$ cat config.mk
export PLATFORM = sky130hd
export DESIGN_NAME = bsnc_scale
export DESIGN_NICKNAME = d
export VERILOG_FILES = /design/src/rtl/core/bsnc_pkg.sv /design/src/rtl/core/bsnc_scale.sv
export SDC_FILE = /design/constraint.sdc
export NUM_CORES = 2
export LEC_CHECK = 0
export ABC_AREA = 1
export ABC_CLOCK_PERIOD_IN_PS = 6700
export BUFFER_PORTS_ARGS = -buffer_cell sky130_fd_sc_hd__clkbuf_2
export CAP_MARGIN = 40
export CORE_MARGIN = 2
export CORE_UTILIZATION = 61
export CTS_CLUSTER_DIAMETER = 100
export DETAILED_ROUTE_END_ITERATION = 16
export PLACE_DENSITY = 0.8
export SYNTH_ARGS = -nofsm -noshare
export SYNTH_HDL_FRONTEND = slang
export SYNTH_SLANG_ARGS = --single-unit
$ cat constraint.sdc
create_clock -name clk_i -period 6.7 [get_ports clk_i]
set_input_delay 1.34 -clock clk_i [delete_from_list [all_inputs] [get_ports clk_i]]
set_output_delay 1.34 -clock clk_i [all_outputs]
set_load 0.005 [all_outputs]
$ cat src/rtl/core/bsnc_pkg.sv
// ----------------------------------------------------------------------------
// Box support normal classifier package
// Widths, payload types, the lattice direction table and small helpers.
// ----------------------------------------------------------------------------
`default_nettype none

package bsnc_pkg;

  localparam int COMPONENT_WIDTH = 16;
  localparam int SIZE_WIDTH      = 16;
  localparam int IN_TDATA_WIDTH  = ((3 * COMPONENT_WIDTH + 7) / 8) * 8;
  localparam int OUT_TDATA_WIDTH = 8;

  // Scaled component, sum over up to three axes, and its magnitude.
  localparam int PROD_WIDTH  = COMPONENT_WIDTH + SIZE_WIDTH;
  localparam int SUM_WIDTH   = PROD_WIDTH + 2;
  localparam int MAG_WIDTH   = PROD_WIDTH + 1;
  localparam int K_WIDTH     = 16;
  localparam int SCORE_WIDTH = MAG_WIDTH + K_WIDTH;

  localparam int NUM_AXES       = 13;
  localparam int AXIS_IDX_WIDTH = $clog2(NUM_AXES);

  localparam int NUM_REGS       = 3;
  localparam int CFG_ADDR_WIDTH = $clog2(NUM_REGS) + 2;
  localparam int CFG_DATA_WIDTH = 32;

  localparam logic [SIZE_WIDTH-1:0] SIZE_RESET = SIZE_WIDTH'(256);

  // Inverse lengths in unsigned Q1.15.
  localparam logic [K_WIDTH-1:0] K_FACE   = K_WIDTH'(32768);
  localparam logic [K_WIDTH-1:0] K_EDGE   = K_WIDTH'(23170);
  localparam logic [K_WIDTH-1:0] K_CORNER = K_WIDTH'(18919);

  typedef enum logic [1:0] {
    REG_BOX_SIZE_X,
    REG_BOX_SIZE_Y,
    REG_BOX_SIZE_Z
  } cfg_reg_e;

  typedef logic signed [1:0] comp_t;

  localparam comp_t C_POS  = 2'sb01;
  localparam comp_t C_ZERO = 2'sb00;
  localparam comp_t C_NEG  = 2'sb11;

  typedef struct packed {
    comp_t z;
    comp_t y;
    comp_t x;
  } lattice_t;

  typedef logic signed [PROD_WIDTH-1:0] prod_t;

  typedef struct packed {
    prod_t pz;
    prod_t py;
    prod_t px;
  } scaled_t;

  typedef struct packed {
    logic                 neg;
    logic [MAG_WIDTH-1:0] mag;
  } sum_t;

  typedef struct packed {
    logic                   neg;
    logic [SCORE_WIDTH-1:0] score;
  } score_t;

  typedef struct packed {
    logic [SCORE_WIDTH-1:0]    score;
    logic [AXIS_IDX_WIDTH-1:0] idx;
    logic                      neg;
  } cand_t;

  typedef struct packed {
    logic     no_direction;
    lattice_t normal;
  } result_t;

  // Positive member of each candidate pair, in test order.
  function automatic lattice_t axis_vec(input logic [AXIS_IDX_WIDTH-1:0] idx);
    lattice_t v;
    unique case (idx)
      AXIS_IDX_WIDTH'(0):  v = '{z: C_ZERO, y: C_ZERO, x: C_POS};
      AXIS_IDX_WIDTH'(1):  v = '{z: C_ZERO, y: C_POS,  x: C_ZERO};
      AXIS_IDX_WIDTH'(2):  v = '{z: C_POS,  y: C_ZERO, x: C_ZERO};
      AXIS_IDX_WIDTH'(3):  v = '{z: C_ZERO, y: C_POS,  x: C_POS};
      AXIS_IDX_WIDTH'(4):  v = '{z: C_ZERO, y: C_NEG,  x: C_POS};
      AXIS_IDX_WIDTH'(5):  v = '{z: C_POS,  y: C_ZERO, x: C_POS};
      AXIS_IDX_WIDTH'(6):  v = '{z: C_NEG,  y: C_ZERO, x: C_POS};
      AXIS_IDX_WIDTH'(7):  v = '{z: C_POS,  y: C_POS,  x: C_ZERO};
      AXIS_IDX_WIDTH'(8):  v = '{z: C_NEG,  y: C_POS,  x: C_ZERO};
      AXIS_IDX_WIDTH'(9):  v = '{z: C_POS,  y: C_POS,  x: C_POS};
      AXIS_IDX_WIDTH'(10): v = '{z: C_POS,  y: C_NEG,  x: C_POS};
      AXIS_IDX_WIDTH'(11): v = '{z: C_NEG,  y: C_POS,  x: C_POS};
      AXIS_IDX_WIDTH'(12): v = '{z: C_NEG,  y: C_NEG,  x: C_POS};
      default:             v = '{z: C_ZERO, y: C_ZERO, x: C_ZERO};
    endcase
    return v;
  endfunction

  function automatic logic [K_WIDTH-1:0] axis_k(input lattice_t v);
    logic [1:0] nz;
    nz = {1'b0, v.x != C_ZERO} + {1'b0, v.y != C_ZERO} + {1'b0, v.z != C_ZERO};
    unique case (nz)
      2'd1:    return K_FACE;
      2'd2:    return K_EDGE;
      default: return K_CORNER;
    endcase
  endfunction

  // The earlier candidate keeps the lead on a tie.
  function automatic cand_t pick(input cand_t a, input cand_t b);
    return (b.score > a.score) ? b : a;
  endfunction

  function automatic lattice_t flip(input lattice_t v, input logic neg);
    lattice_t r;
    r.x = neg ? -v.x : v.x;
    r.y = neg ? -v.y : v.y;
    r.z = neg ? -v.z : v.z;
    return r;
  endfunction

endpackage

`default_nettype wire

$ cat src/rtl/core/bsnc_scale.sv
// ----------------------------------------------------------------------------
// Box support normal classifier, scaling stage
// Multiplies each query component by the box extent along its axis.
// ----------------------------------------------------------------------------
`default_nettype none

module bsnc_scale import bsnc_pkg::*; (
  input  wire logic                              clk_i,
  input  wire logic                              rst_ni,
  input  wire logic                              in_valid_i,
  output      logic                              in_ready_o,
  input  wire logic signed [COMPONENT_WIDTH-1:0] dir_x_i,
  input  wire logic signed [COMPONENT_WIDTH-1:0] dir_y_i,
  input  wire logic signed [COMPONENT_WIDTH-1:0] dir_z_i,
  input  wire logic        [SIZE_WIDTH-1:0]      size_x_i,
  input  wire logic        [SIZE_WIDTH-1:0]      size_y_i,
  input  wire logic        [SIZE_WIDTH-1:0]      size_z_i,
  output      logic                              out_valid_o,
  input  wire logic                              out_ready_i,
  output      scaled_t                           out_data_o
);

  logic    valid_q;
  scaled_t data_q, data_d;

  // The product of a signed component and an unsigned extent fits in PROD_WIDTH.
  function automatic prod_t scale(input logic signed [COMPONENT_WIDTH-1:0] d,
                                  input logic [SIZE_WIDTH-1:0] s);
    logic signed [PROD_WIDTH:0] full;
    full = (PROD_WIDTH+1)'(d) * $signed({1'b0, s});
    return full[PROD_WIDTH-1:0];
  endfunction

  assign in_ready_o = !valid_q || out_ready_i;

  always_comb begin
    data_d.px = scale(dir_x_i, size_x_i);
    data_d.py = scale(dir_y_i, size_y_i);
    data_d.pz = scale(dir_z_i, size_z_i);
  end

  always_ff @(posedge clk_i or negedge rst_ni) begin
    if (!rst_ni) begin
      valid_q <= 1'b0;
    end else if (in_ready_o) begin
      valid_q <= in_valid_i;
    end
  end

  always_ff @(posedge clk_i) begin
    if (in_ready_o && in_valid_i) begin
      data_q <= data_d;
    end
  end

  assign out_valid_o = valid_q;
  assign out_data_o  = data_q;

endmodule

`default_nettype wire

Word level (Yosys, flattened, before mapping)

Cells that the tools add are included.

Multiply operators: 3
Reduce and logical (&&, ||, !) cells: 3

Operators by type and width:

| cell                | number |
|---|---|
| $mul A16 B17 Y32    | 3 |
| $logic_and A1 B1 Y1 | 1 |
| $logic_not A1 Y1    | 1 |
| $logic_or A1 B1 Y1  | 1 |

Output and inout port bits: 98
Bits in registers: 97
Input bits: 100

Depth between registers and ports, before layout

Word-level depth: 3
Gate-level depth with buffers: 27
Mapped depth without buffers: 25

Least setup slack after synthesis

OpenSTA, ideal clock, no wires.

Kind: input to register
From: input port in_valid_i
To: register data_q (netlist bit out_data_o[0]) (enable)
Buffers on the path: 0
Data required time: 6.118 ns
Setup time: 0.582 ns
Data arrival time: 6.017 ns
Path slack: 0.101 ns
Stages on the path: 2
Path through: inv_1 > a21oi_1

Cells in the longest elaborated chain, start to end: 1

Ends and longest elaborated chain:

| item                 | line             | source |
|---|---|---|
| from (decl)          | bsnc_scale.sv:10 | `input wire logic in_valid_i,` |
| $logic_and A1 B1 Y1  | bsnc_scale.sv:51 | `if (in_ready_o && in_valid_i) begin` |
| to (signal assigned) | bsnc_scale.sv:52 | `data_q <= data_d;` |
| to (decl)            | bsnc_scale.sv:24 | `scaled_t data_q, data_d;` |

Every way passes these cells.
A chain may end at the register's enable or synchronous reset.

==> impl_metrics.json <==
{
  "grt_pass1_wl_um": 132000,
  "vias_per_cell": 5.15,
  "fillers": 4457,
  "drtIter0Drc": 1775,
  "hold_buffers": 0,
  "worst-path-max-fanout": 16,
  "hold_path_class": "reg -> reg",
  "pin_count": 198,
  "cp.buffers_inverters": 6,
  "fin_crit_sh_pct": 94.2,
  "synth.avg_cell_area_um2": 7.41,
  "fmaxAchievable_mhz": 158,
  "final_layout_size_suffix_gt1_share_pct": 7.77,
  "cts_tree": "done",
  "crit_chain": "clkbuf_2, nand2_1, fa_1, inv_1, fa_1, inv_1, fa_1, inv_1, fa_1, fa_1, inv_1, fa_1, inv_1, ha_1, nand2_1, nor2_1, nand2_1, a21oi_1, nor2_1, xnor2_1",
  "worst_pin_slew_ps": 853,
  "antenna_found_initial": 0,
  "core_um2": 52300,
  "fp.dieW_um": 233,
  "worstSkewPairLatency_ps": 380,
  "setup_viol": 0,
  "dieArea_um2": 54500,
  "io_buffers": 197,
  "gr-total-overflow": 0,
  "final-max-slew-violation-count": 0,
  "final_common_cell": "inv_1",
  "max_slew_margin_pct": 43.2,
  "via_count": 26400,
  "cts_resized": 0,
  "critPathArrivalTime_ps": 6450,
  "maxCapViolCount": 0,
  "worst-setup-path-type": "in -> reg",
  "clkTransAtPathRegs_ps": 80,
  "ys_seq_area_share_pct": 9.05,
  "finalCriticalPeriod_ps": 6310,
  "fin_worst_skew_ps": 8.83,
  "crit_top_cell": "fa_1",
  "dr.pass1.iters": 6,
  "grtUsageTotal_pct": 30.6,
  "grt_start_max_net_pins": 64,
  "drc": 0,
  "syn_area_um2": 32100,
  "rsz0062_at_grt": "no",
  "dp_cells": 5110,
  "rows": 84,
  "layout.nets": 5466,
  "path_delay_family": "adder cells",
  "multi_input_area_um2": 23500,
  "synthCells": 4334,
  "seq_area_um2": 2910,
  "synth_seq_cells": 97,
  "crit_slowest_cell": "fa_1",
  "synthToLayoutAreaGrowth_pct": 6.16,
  "hpwl_um": 67700,
  "syn-num-nets": 5367,
  "gp_congestion": 0.964,
  "crit_required_ps": 6830,
  "cts_setup_buffers": 0,
  "finalNonFillerCells": 5126,
  "crit_path_end_kind": "register",
  "synth_cell_types": 27,
  "outcome": "finished, final reports clean",
  "wire_per_inst_um": 15.3,
  "diodes": 0,
  "root_buffer": "clkbuf_16",
  "htreeDepth": 3,
  "finalWirelength_um": 78500,
  "slowest_delay_ps": 570,
  "layout_common_cells": "1350 x inv_1, 1343 x nand2_1, 582 x fa_1",
  "crit_path_start_kind": "input port",
  "clk_path_buf_depth": 2,
  "grt_pass1_vias": 27400,
  "ant_nets": 0,
  "timing.hold.ws_ps": 590,
  "die_h_um": 233,
  "clock_sinks": 97,
  "cts_buffers": 9,
  "finalHoldViolCount": 0,
  "yosys_warnings": 0,
  "initial_core_util_pct": 61.4
}
cell type report:
cell class | count | share of cell area (%)
flip-flops and latches | 97 | 8.53
repair buffers | 259 | 4.26
inverters | 1352 | 14.9
well taps | 688 | 2.52
clock buffers | 9 | 0.661
multi-input cells | 2714 | 68.9
clock inverters | 7 | 0.209
metal layers:
metal	vias to the layer above	track usage, %	share of wire (%)
met4	0	12.0	4.1
met1	12700	39.7	39
met3	204	6.14	9.6
li1	12400	-	-
met5	-	0	0
met2	1144	50.4	47
metrics by stage:
step,TNS [ps],setup WS (ps),cell area [µm²],util [%]
after global placement,0,55.3,33800,64.6
final,0,385,34100,65.1
after global routing,0,136,34100,65.1
after detailed placement,-1.62,-1.62,33800,64.6
after CTS,0,400,34100,65.1
after floorplan,0,101,32100,-
worst min-delay path: cells and delay by family, from the launching register on:
kind          cells  cell delay (ps)
flops             1              410
simple gates      2              150
sequential cells by signal (all words and copies together) (netlist names):
register,count
out_data_o,96
out_valid_o,1
synth_stat cells (all sizes together):
master  number  area share [%]
buf          1           0.012
nand2     1352              16
ha         351              14
a21o         3           0.070
fa         582              36
xor2        37             1.0
or2         21            0.41
inv       1352              16
dfrtp        1           0.078
nand4       17            0.33
nor2       156             2.0
a21oi       66             1.0
xnor2        9            0.25
nor3         2           0.082
and2         4           0.086
nand3      104             1.8
clkbuf     170             2.0
o21bai       7            0.16
edfxtp      96             9.0
nand3b       3           0.070
cell families after synthesis:
group | Yosys count | synth area share [%]
and+or+nand+nor | 1659 | 20.7
DFF | 97 | 9.05
xor gates and xnor gates | 46 | 1.25
AOI/OAI and AO/OA | 76 | 1.26
buffers and inverters | 1523 | 17.8
adders and majority gates | 933 | 49.9
worst paths after layout:
| path | end | slack [ps] | depth (start not counted) | start |
|---|---|---|---|---|
| max | out_data_o[17] | 390 | 20 | size_x_i[7] |
| min | out_valid_o | 590 | 2 | out_valid_o |
| max reg2reg | out_data_o[84] | 4480 | 3 | out_valid_o |
| min reg2reg | out_valid_o | 590 | 2 | out_valid_o |
| max in group asynchronous | out_valid_o | 5900 | 1 | rst_ni |
| min in group asynchronous | out_valid_o | 720 | 1 | rst_ni |
Power is not shown: default switching activity piles up to over one toggle a cycle in this logic, so the estimate is an artifact.
