### src/rtl/core/bsnc_pkg.sv
// ----------------------------------------------------------------------------
// Box support normal classifier package
// Widths, payload types, the lattice direction table and small helpers.
// ----------------------------------------------------------------------------
`default_nettype none

package bsnc_pkg;

  localparam int COMPONENT_WIDTH = 16;
  localparam int SIZE_WIDTH      = 16;
  localparam int IN_TDATA_WIDTH  = ((3 * COMPONENT_WIDTH + 7) / 8) * 8;
  localparam int OUT_TDATA_WIDTH = 8;

  // Scaled component, sum over up to three axes, and its magnitude.
  localparam int PROD_WIDTH  = COMPONENT_WIDTH + SIZE_WIDTH;
  localparam int SUM_WIDTH   = PROD_WIDTH + 2;
  localparam int MAG_WIDTH   = PROD_WIDTH + 1;
  localparam int K_WIDTH     = 16;
  localparam int SCORE_WIDTH = MAG_WIDTH + K_WIDTH;

  localparam int NUM_AXES       = 13;
  localparam int AXIS_IDX_WIDTH = $clog2(NUM_AXES);

  localparam int NUM_REGS       = 3;
  localparam int CFG_ADDR_WIDTH = $clog2(NUM_REGS) + 2;
  localparam int CFG_DATA_WIDTH = 32;

  localparam logic [SIZE_WIDTH-1:0] SIZE_RESET = SIZE_WIDTH'(256);

  // Inverse lengths in unsigned Q1.15.
  localparam logic [K_WIDTH-1:0] K_FACE   = K_WIDTH'(32768);
  localparam logic [K_WIDTH-1:0] K_EDGE   = K_WIDTH'(23170);
  localparam logic [K_WIDTH-1:0] K_CORNER = K_WIDTH'(18919);

  typedef enum logic [1:0] {
    REG_BOX_SIZE_X,
    REG_BOX_SIZE_Y,
    REG_BOX_SIZE_Z
  } cfg_reg_e;

  typedef logic signed [1:0] comp_t;

  localparam comp_t C_POS  = 2'sb01;
  localparam comp_t C_ZERO = 2'sb00;
  localparam comp_t C_NEG  = 2'sb11;

  typedef struct packed {
    comp_t z;
    comp_t y;
    comp_t x;
  } lattice_t;

  typedef logic signed [PROD_WIDTH-1:0] prod_t;

  typedef struct packed {
    prod_t pz;
    prod_t py;
    prod_t px;
  } scaled_t;

  typedef struct packed {
    logic                 neg;
    logic [MAG_WIDTH-1:0] mag;
  } sum_t;

  typedef struct packed {
    logic                   neg;
    logic [SCORE_WIDTH-1:0] score;
  } score_t;

  typedef struct packed {
    logic [SCORE_WIDTH-1:0]    score;
    logic [AXIS_IDX_WIDTH-1:0] idx;
    logic                      neg;
  } cand_t;

  typedef struct packed {
    logic     no_direction;
    lattice_t normal;
  } result_t;

  // Positive member of each candidate pair, in test order.
  function automatic lattice_t axis_vec(input logic [AXIS_IDX_WIDTH-1:0] idx);
    lattice_t v;
    unique case (idx)
      AXIS_IDX_WIDTH'(0):  v = '{z: C_ZERO, y: C_ZERO, x: C_POS};
      AXIS_IDX_WIDTH'(1):  v = '{z: C_ZERO, y: C_POS,  x: C_ZERO};
      AXIS_IDX_WIDTH'(2):  v = '{z: C_POS,  y: C_ZERO, x: C_ZERO};
      AXIS_IDX_WIDTH'(3):  v = '{z: C_ZERO, y: C_POS,  x: C_POS};
      AXIS_IDX_WIDTH'(4):  v = '{z: C_ZERO, y: C_NEG,  x: C_POS};
      AXIS_IDX_WIDTH'(5):  v = '{z: C_POS,  y: C_ZERO, x: C_POS};
      AXIS_IDX_WIDTH'(6):  v = '{z: C_NEG,  y: C_ZERO, x: C_POS};
      AXIS_IDX_WIDTH'(7):  v = '{z: C_POS,  y: C_POS,  x: C_ZERO};
      AXIS_IDX_WIDTH'(8):  v = '{z: C_NEG,  y: C_POS,  x: C_ZERO};
      AXIS_IDX_WIDTH'(9):  v = '{z: C_POS,  y: C_POS,  x: C_POS};
      AXIS_IDX_WIDTH'(10): v = '{z: C_POS,  y: C_NEG,  x: C_POS};
      AXIS_IDX_WIDTH'(11): v = '{z: C_NEG,  y: C_POS,  x: C_POS};
      AXIS_IDX_WIDTH'(12): v = '{z: C_NEG,  y: C_NEG,  x: C_POS};
      default:             v = '{z: C_ZERO, y: C_ZERO, x: C_ZERO};
    endcase
    return v;
  endfunction

  function automatic logic [K_WIDTH-1:0] axis_k(input lattice_t v);
    logic [1:0] nz;
    nz = {1'b0, v.x != C_ZERO} + {1'b0, v.y != C_ZERO} + {1'b0, v.z != C_ZERO};
    unique case (nz)
      2'd1:    return K_FACE;
      2'd2:    return K_EDGE;
      default: return K_CORNER;
    endcase
  endfunction

  // The earlier candidate keeps the lead on a tie.
  function automatic cand_t pick(input cand_t a, input cand_t b);
    return (b.score > a.score) ? b : a;
  endfunction

  function automatic lattice_t flip(input lattice_t v, input logic neg);
    lattice_t r;
    r.x = neg ? -v.x : v.x;
    r.y = neg ? -v.y : v.y;
    r.z = neg ? -v.z : v.z;
    return r;
  endfunction

endpackage

`default_nettype wire

### src/rtl/core/bsnc_select.sv
// ----------------------------------------------------------------------------
// Box support normal classifier, selection stages
// Registered comparison tree that keeps the first highest score, then the
// result register that drives the output stream.
// ----------------------------------------------------------------------------
`default_nettype none

module bsnc_select import bsnc_pkg::*; (
  input  wire logic                  clk_i,
  input  wire logic                  rst_ni,
  input  wire logic                  in_valid_i,
  output      logic                  in_ready_o,
  input  wire score_t [NUM_AXES-1:0] in_score_i,
  output      logic                  out_valid_o,
  input  wire logic                  out_ready_i,
  output      result_t               out_data_o
);

  localparam int L1_N = (NUM_AXES + 1) / 2;
  localparam int L2_N = (L1_N + 1) / 2;
  localparam int L3_N = (L2_N + 1) / 2;

  logic                tree_valid_q, res_valid_q;
  logic                tree_ready, res_ready;
  cand_t [NUM_AXES-1:0] cand;
  cand_t [L1_N-1:0]    lvl1;
  cand_t [L2_N-1:0]    lvl2_q, lvl2_d;
  cand_t [L3_N-1:0]    lvl3;
  cand_t               best;
  result_t             res_q, res_d;

  assign res_ready  = !res_valid_q || out_ready_i;
  assign tree_ready = !tree_valid_q || res_ready;
  assign in_ready_o = tree_ready;

  always_comb begin
    for (int i = 0; i < NUM_AXES; i++) begin
      cand[i].score = in_score_i[i].score;
      cand[i].idx   = AXIS_IDX_WIDTH'(i);
      cand[i].neg   = in_score_i[i].neg;
    end
    for (int i = 0; i < L1_N; i++) begin
      lvl1[i] = (2*i + 1 < NUM_AXES) ? pick(cand[2*i], cand[2*i + 1]) : cand[2*i];
    end
    for (int i = 0; i < L2_N; i++) begin
      lvl2_d[i] = (2*i + 1 < L1_N) ? pick(lvl1[2*i], lvl1[2*i + 1]) : lvl1[2*i];
    end
  end

  always_comb begin
    for (int i = 0; i < L3_N; i++) begin
      lvl3[i] = (2*i + 1 < L2_N) ? pick(lvl2_q[2*i], lvl2_q[2*i + 1]) : lvl2_q[2*i];
    end
    best = pick(lvl3[0], lvl3[L3_N-1]);
    // A zero best score means every candidate scored zero.
    res_d.no_direction = ~|best.score;
    res_d.normal       = res_d.no_direction ? lattice_t'('0)
                                            : flip(axis_vec(best.idx), best.neg);
  end

  always_ff @(posedge clk_i or negedge rst_ni) begin
    if (!rst_ni) begin
      tree_valid_q <= 1'b0;
      res_valid_q  <= 1'b0;
    end else begin
      if (tree_ready) begin
        tree_valid_q <= in_valid_i;
      end
      if (res_ready) begin
        res_valid_q <= tree_valid_q;
      end
    end
  end

  always_ff @(posedge clk_i) begin
    if (tree_ready && in_valid_i) begin
      lvl2_q <= lvl2_d;
    end
    if (res_ready && tree_valid_q) begin
      res_q <= res_d;
    end
  end

  assign out_valid_o = res_valid_q;
  assign out_data_o  = res_q;

endmodule

`default_nettype wire

### config.mk
export PLATFORM = sky130hd
export DESIGN_NAME = bsnc_select
export DESIGN_NICKNAME = d
export VERILOG_FILES = /design/src/rtl/core/bsnc_pkg.sv /design/src/rtl/core/bsnc_select.sv
export SDC_FILE = /design/constraint.sdc
export NUM_CORES = 2
export LEC_CHECK = 0
export BUFFER_PORTS_ARGS = -buffer_cell sky130_fd_sc_hd__buf_2
export CAP_MARGIN = 30
export CORE_AREA = 2 2 262 264
export DETAILED_ROUTE_END_ITERATION = 10
export DIE_AREA = 0 0 264 266
export REMOVE_ABC_BUFFERS = 1
export SLEW_MARGIN = 10
export SYNTH_ARGS = -nofsm -noshare
export SYNTH_HDL_FRONTEND = slang
export SYNTH_SLANG_ARGS = --single-unit
### constraint.sdc
create_clock -name clk_i -period 7.1 [get_ports clk_i]
set_input_delay 0.355 -clock clk_i [delete_from_list [all_inputs] [get_ports clk_i]]
set_output_delay 0.355 -clock clk_i [all_outputs]
set_load 0.1 [all_outputs]
# ---- Word level (Yosys, flattened, before mapping)
# Memories as Yosys holds them, arrays and structs flattened.
# Cells that the tools add are included.
dict set report word_totals {
  ff_bits 221
  latchBits 0
  ramBits 0
  mem_bits_ro 80
  input_bits 654
  output_inout_bits 9
  word_cells 56
  mem_count 1
}
dict set report classes {
  addsub 3
  multipliers 0
  n_div 0
  n_lt_le_gt_ge 12
  n_eq_ne 0
  shift 0
  n_mux 15
  bitwise_logic 0
  reduce_logical 8
}
# name words width rd rd_clocked_by_memory_dff wr line
set mem_list {}
lappend mem_list {{(name not given)} 16 5 1 0 0 bsnc_pkg.sv:85} ;# unique case (idx)
# operator n
set op_table {}
lappend op_table {{54-bit 2-to-1 mux} 12}
lappend op_table {{49-bit > comparator} 12}
lappend op_table {{49-bit OR reduction} 1}
lappend op_table {{2-bit 2-to-1 mux} 3}
lappend op_table {{2-bit negator} 3}
lappend op_table {{1-bit zero test} 3}
lappend op_table {{1-bit logical AND} 2}
lappend op_table {{1-bit logical OR} 2}

# ---- Longest topological paths before layout
# An unclocked memory read counts as a cell.
dict set report depth {
  word_depth 7
  mapped_depth 29
  mapped_depth_nobuf 26
}

# ---- Worst setup path after synthesis
# No wires, ideal clock.
dict set report synth_timing {
  path_type {reg2reg}
  start {register res_valid_q (netlist: out_valid_o)}
  end {register lvl2_q[0] (netlist bit) (enable)}
  setup_time_ns 0.590
  arrival_ns 6.535
  required_ns 6.510
  slack_ns -0.025
  stages_incl_launch_ff 3
  path_buffers 0
  period_less_slack_ns 7.125
  path_cell_list {dfrtp_1 -> nand3b_1 -> and2_1}
}
dict set report synth_via {
  elab_chain_len 4
}
# element line
set synth_lines {}
lappend synth_lines {{start: declaration} bsnc_select.sv:23} ;# logic tree_valid_q, res_valid_q;
lappend synth_lines {{start signal: assignment} bsnc_select.sv:70} ;# res_valid_q <= tree_valid_q;
lappend synth_lines {{1-bit zero test} bsnc_select.sv:32} ;# assign res_ready = !res_valid_q || out_ready_i;
lappend synth_lines {{1-bit logical OR} bsnc_select.sv:32}
lappend synth_lines {{1-bit logical OR} bsnc_select.sv:33} ;# assign tree_ready = !tree_valid_q || res_ready;
lappend synth_lines {{via in_ready_o} bsnc_select.sv:12} ;# output logic in_ready_o,
lappend synth_lines {{1-bit logical AND} bsnc_select.sv:76} ;# if (tree_ready && in_valid_i) begin
lappend synth_lines {{end signal: assignment} bsnc_select.sv:77} ;# lvl2_q <= lvl2_d;
lappend synth_lines {{end: declaration} bsnc_select.sv:27} ;# cand_t [L2_N-1:0] lvl2_q, lvl2_d;
# The timed path passes the listed nets, and every way through them passes these cells.
# A chain may end at the register's enable or synchronous reset.

# ---- Final worst setup path
dict set report layout_timing {
  start {register lvl2_q[213] (netlist bit)}
  end {register res_q, in the netlist out_data_o[3] (data pin)}
}
dict set report layout_via {
  elab_chain_len 7
  word_cells_on_any_way 8
  cone_classes {add/sub (1); order compare (2); mux (3); reduce/logical (1); memory (1)}
}
# element line
set layout_lines {}
lappend layout_lines {{49-bit > comparator} bsnc_pkg.sv:116} ;# return (b.score > a.score) ? b : a;
lappend layout_lines {{54-bit 2-to-1 mux (*)} bsnc_pkg.sv:116}
lappend layout_lines {{49-bit > comparator} bsnc_pkg.sv:116}
lappend layout_lines {{54-bit 2-to-1 mux (*)} bsnc_pkg.sv:116}
lappend layout_lines {{memory read 16 x 5 bit} -}
lappend layout_lines {{2-bit negator} bsnc_pkg.sv:122} ;# r.y = neg ? -v.y : v.y;
lappend layout_lines {{2-bit 2-to-1 mux} bsnc_pkg.sv:122}
lappend layout_lines {{end signal: assignment} bsnc_select.sv:80} ;# res_q <= res_d;
lappend layout_lines {{end: declaration} bsnc_select.sv:30} ;# result_t res_q, res_d;
# Every way passes the cells marked *; elsewhere a longest branch is shown, timed or not.

==> impl_metrics.json <==
{
  "internal_power_mw": 3.70,
  "worstHoldEndpoint": "tree_valid_q",
  "path_class": "register to register",
  "fmax_mhz": 154,
  "finalClockSkew_ns": 0.0157,
  "maxCapViolCount": 0,
  "regToRegEndpoint": "out_data_o[3]",
  "hpwlAfterDp_um": 87600,
  "core-area_um2": 67700,
  "grt-ovfl-total": 0,
  "wl_met2_um": 47800,
  "comb_power_share": 0.533,
  "drt_iter0_drc": 1675,
  "post-route-min-period_ns": 6.47,
  "areaGrowthSynthToFinish_pct": 19.7,
  "peakVddDrop_mv": 0.154,
  "critPathRequiredTime_ns": 7.40,
  "dieArea_um2": 70200,
  "async_flop_share": 0.00930,
  "ant_nets": 0,
  "path_clk_slew_ns": 0.07,
  "hold_slack_ns": 0.0212,
  "p_seq_frac": 0.291,
  "pre_cts_ws_ns": 0.417,
  "worstHoldPathCells": 2,
  "worst_slack_ns": 0.625,
  "layout_commonest_cell": "buf_2",
  "slew_headroom": 0.356,
  "yosys.area.top_type_share": 0.262,
  "worst_pin_slew_ns": 0.956,
  "crit_path_start_kind": "register",
  "ys.flop_type": "edfxtp_1",
  "ioPinCount": 663,
  "seqCellArea_um2": 6450,
  "grt_usage": 0.275,
  "power.leakage_nw": 18.8,
  "netlist_top_cells_area": "ha_1 (26%), edfxtp_1 (23%), mux2i_1 (16%)",
  "first_global_vias": 25104,
  "ys_warn_count": 0,
  "die_w_um": 264,
  "wire_per_inst_um": 21.4,
  "cts_root_buf": "clkbuf_16",
  "multi_input_area_um2": 19400,
  "power_frac_clock": 0.175,
  "p_sw_frac": 0.422,
  "grt_start_max_net_pins": 73,
  "cts_buffers": 23,
  "layout_common_cells": "buf_2 (662), ha_1 (592), inv_1 (559), mux2i_1 (460), edfxtp_1 (213)",
  "cp-startpoint": "lvl2_q[213]",
  "clk_path_buf_depth": 3,
  "hold_path.class": "primary input to register",
  "die_h_um": 266,
  "reg2reg_slack_ns": 0.63,
  "ys_seq_area_frac": 0.228,
  "grt_pass1_wl_um": 147000,
  "dr.max_layer_used": "met5",
  "synth-seq-cells": 215,
  "dr.pass1.iters": 8,
  "antenna_found_initial": 18,
  "vias_per_cell": 5.47,
  "synth_edf_count": 213,
  "slew_violations": 0,
  "drc": 0,
  "drive_above_1_share": 0.203,
  "wl_met1_um": 43500,
  "status": "finished, final reports clean",
  "setup_viol": 0,
  "synth.avg_cell_area_um2": 9.13,
  "start_util": 0.417,
  "netlist_instances": 3098,
  "wirelength_um": 100000,
  "cts_tree": "yes",
  "route.met3.wl_um": 6200,
  "yosys.area.top_type": "ha_1",
  "p_switching_mw": 2.70,
  "hold_violations": 0,
  "clk-insertion-delay-late_ns": 0.55,
  "netlist_area_um2": 28300,
  "htreeDepth": 1,
  "crit_path_end_kind": "register",
  "numPortBuffers": 662,
  "nNetsFinal": 5021,
  "vias": 25623,
  "clock-sinks": 215,
  "min-delay-start": "in_valid_i",
  "num_rows": 96,
  "r2r_start": "lvl2_q[213]",
  "synth_cell_types": 68,
  "path_max_fanout": 56,
  "finalCritPeriodShare": 0.912,
  "rsz0062_at_grt": "no",
  "p_per_area_nw_per_um2": 189,
  "fillers": 6598,
  "worstPathArrival_ns": 6.77,
  "reg2reg_depth": 23,
  "gp_congestion": 0.947
}
==> stage by stage <==
step	total power, mW	instance area (um^2)	std cells	setup TNS (ns)	util
after floorplan	4.24	27900	3016	-822.40	-
after global placement	5.23	32700	4597	0	0.483
after detailed placement	5.25	32800	4598	0	0.484
after CTS	6.41	33800	4670	0	0.498
after global routing	6.86	33800	4686	0	0.499
final	6.40	33800	4686	0	0.499
==> cells by family after synthesis <==
kind of cell,after synthesis,share of synthesized area
buf+inv,641,0.0890
compound gates,625,0.144
fa+ha+maj,592,0.262
simple gates,560,0.112
mux,465,0.165
flops,215,0.228
==> critical path: stages, from the launching register on <==
cell	delay, ns
edfxtp_1	0.43
ha_1	0.32
nand4_1	0.17
nand4bb_1	0.28
nand3b_1	0.24
nor2_1	0.44
a2111oi_1	0.16
buf_4	0.20
a31oi_4	0.41
buf_12	0.30
o21ai_0	0.12
ha_1	0.33
nand4_1	0.17
nor3_1	0.34
a221o_1	0.20
o31ai_1	0.09
o211a_1	0.20
nor2_2	0.45
o21ai_0	0.27
ha_1	0.36
a21oi_1	0.13
o21ai_0	0.16
a31o_2	0.27
and3_1	0.17
==> worst max path at each step <==
stage,slack [ns],to
finish,0.63,out_data_o[3]
global route,0.08,out_data_o[3]
CTS,0.38,out_data_o[3]
detailed placement,0.42,lvl2_q[52]
global placement,0.41,lvl2_q[52]
floorplan,-7.22,lvl2_q[110]
==> synth_stat cells, drive strengths merged, types with 53 or more instances <==
library cell / number
mux2i: 460
nor2: 55
nand2: 126
a21oi: 168
inv: 559
nand4: 122
ha: 592
edfxtp: 213
a21o: 168
a221oi: 53
o21ai: 133
nor4: 57
==> layer usage <==
metal,GRT usage,up-vias
met2,0.474,770
met3,0.0452,142
met5,0,-
met4,0.0745,4
li1,-,12806
met1,0.355,11901
==> sequential cells by signal, summed over array words and instances (netlist names) <==
signal        flops
out_valid_o       1
lvl2_q          206
out_data_o        7
tree_valid_q      1
==> power groups by stage <==
stage	logic, mW	clock network (mW)	registers (mW)
6_report	3.41	1.12	1.86
5_1_grt	3.79	1.19	1.88
4_1_cts	3.40	1.15	1.86
3_5_place_dp	3.37	0	1.88
3_3_place_gp	3.34	0	1.89
2_1_floorplan	2.31	0	1.93
==> cell type report <==
type | count | area share
tap | 882 | 0.0326
multi-input combinational | 2243 | 0.574
clock inverter | 12 | 0.00244
antenna | 14 | 0.00104
inverter | 559 | 0.0620
clock buffer | 28 | 0.0176
sequential | 215 | 0.191
timing repair buffer | 733 | 0.120
==> timing repair <==
item / CTS / global route
hold buffers: 32 / 0
setup buffers: 0 / 0
gates resized for setup: 0 / 1
setup endpoints to repair: 0 / 5
hold endpoints to repair: 33 / 0
No activity file was read; power rests on OpenSTA's default activity.
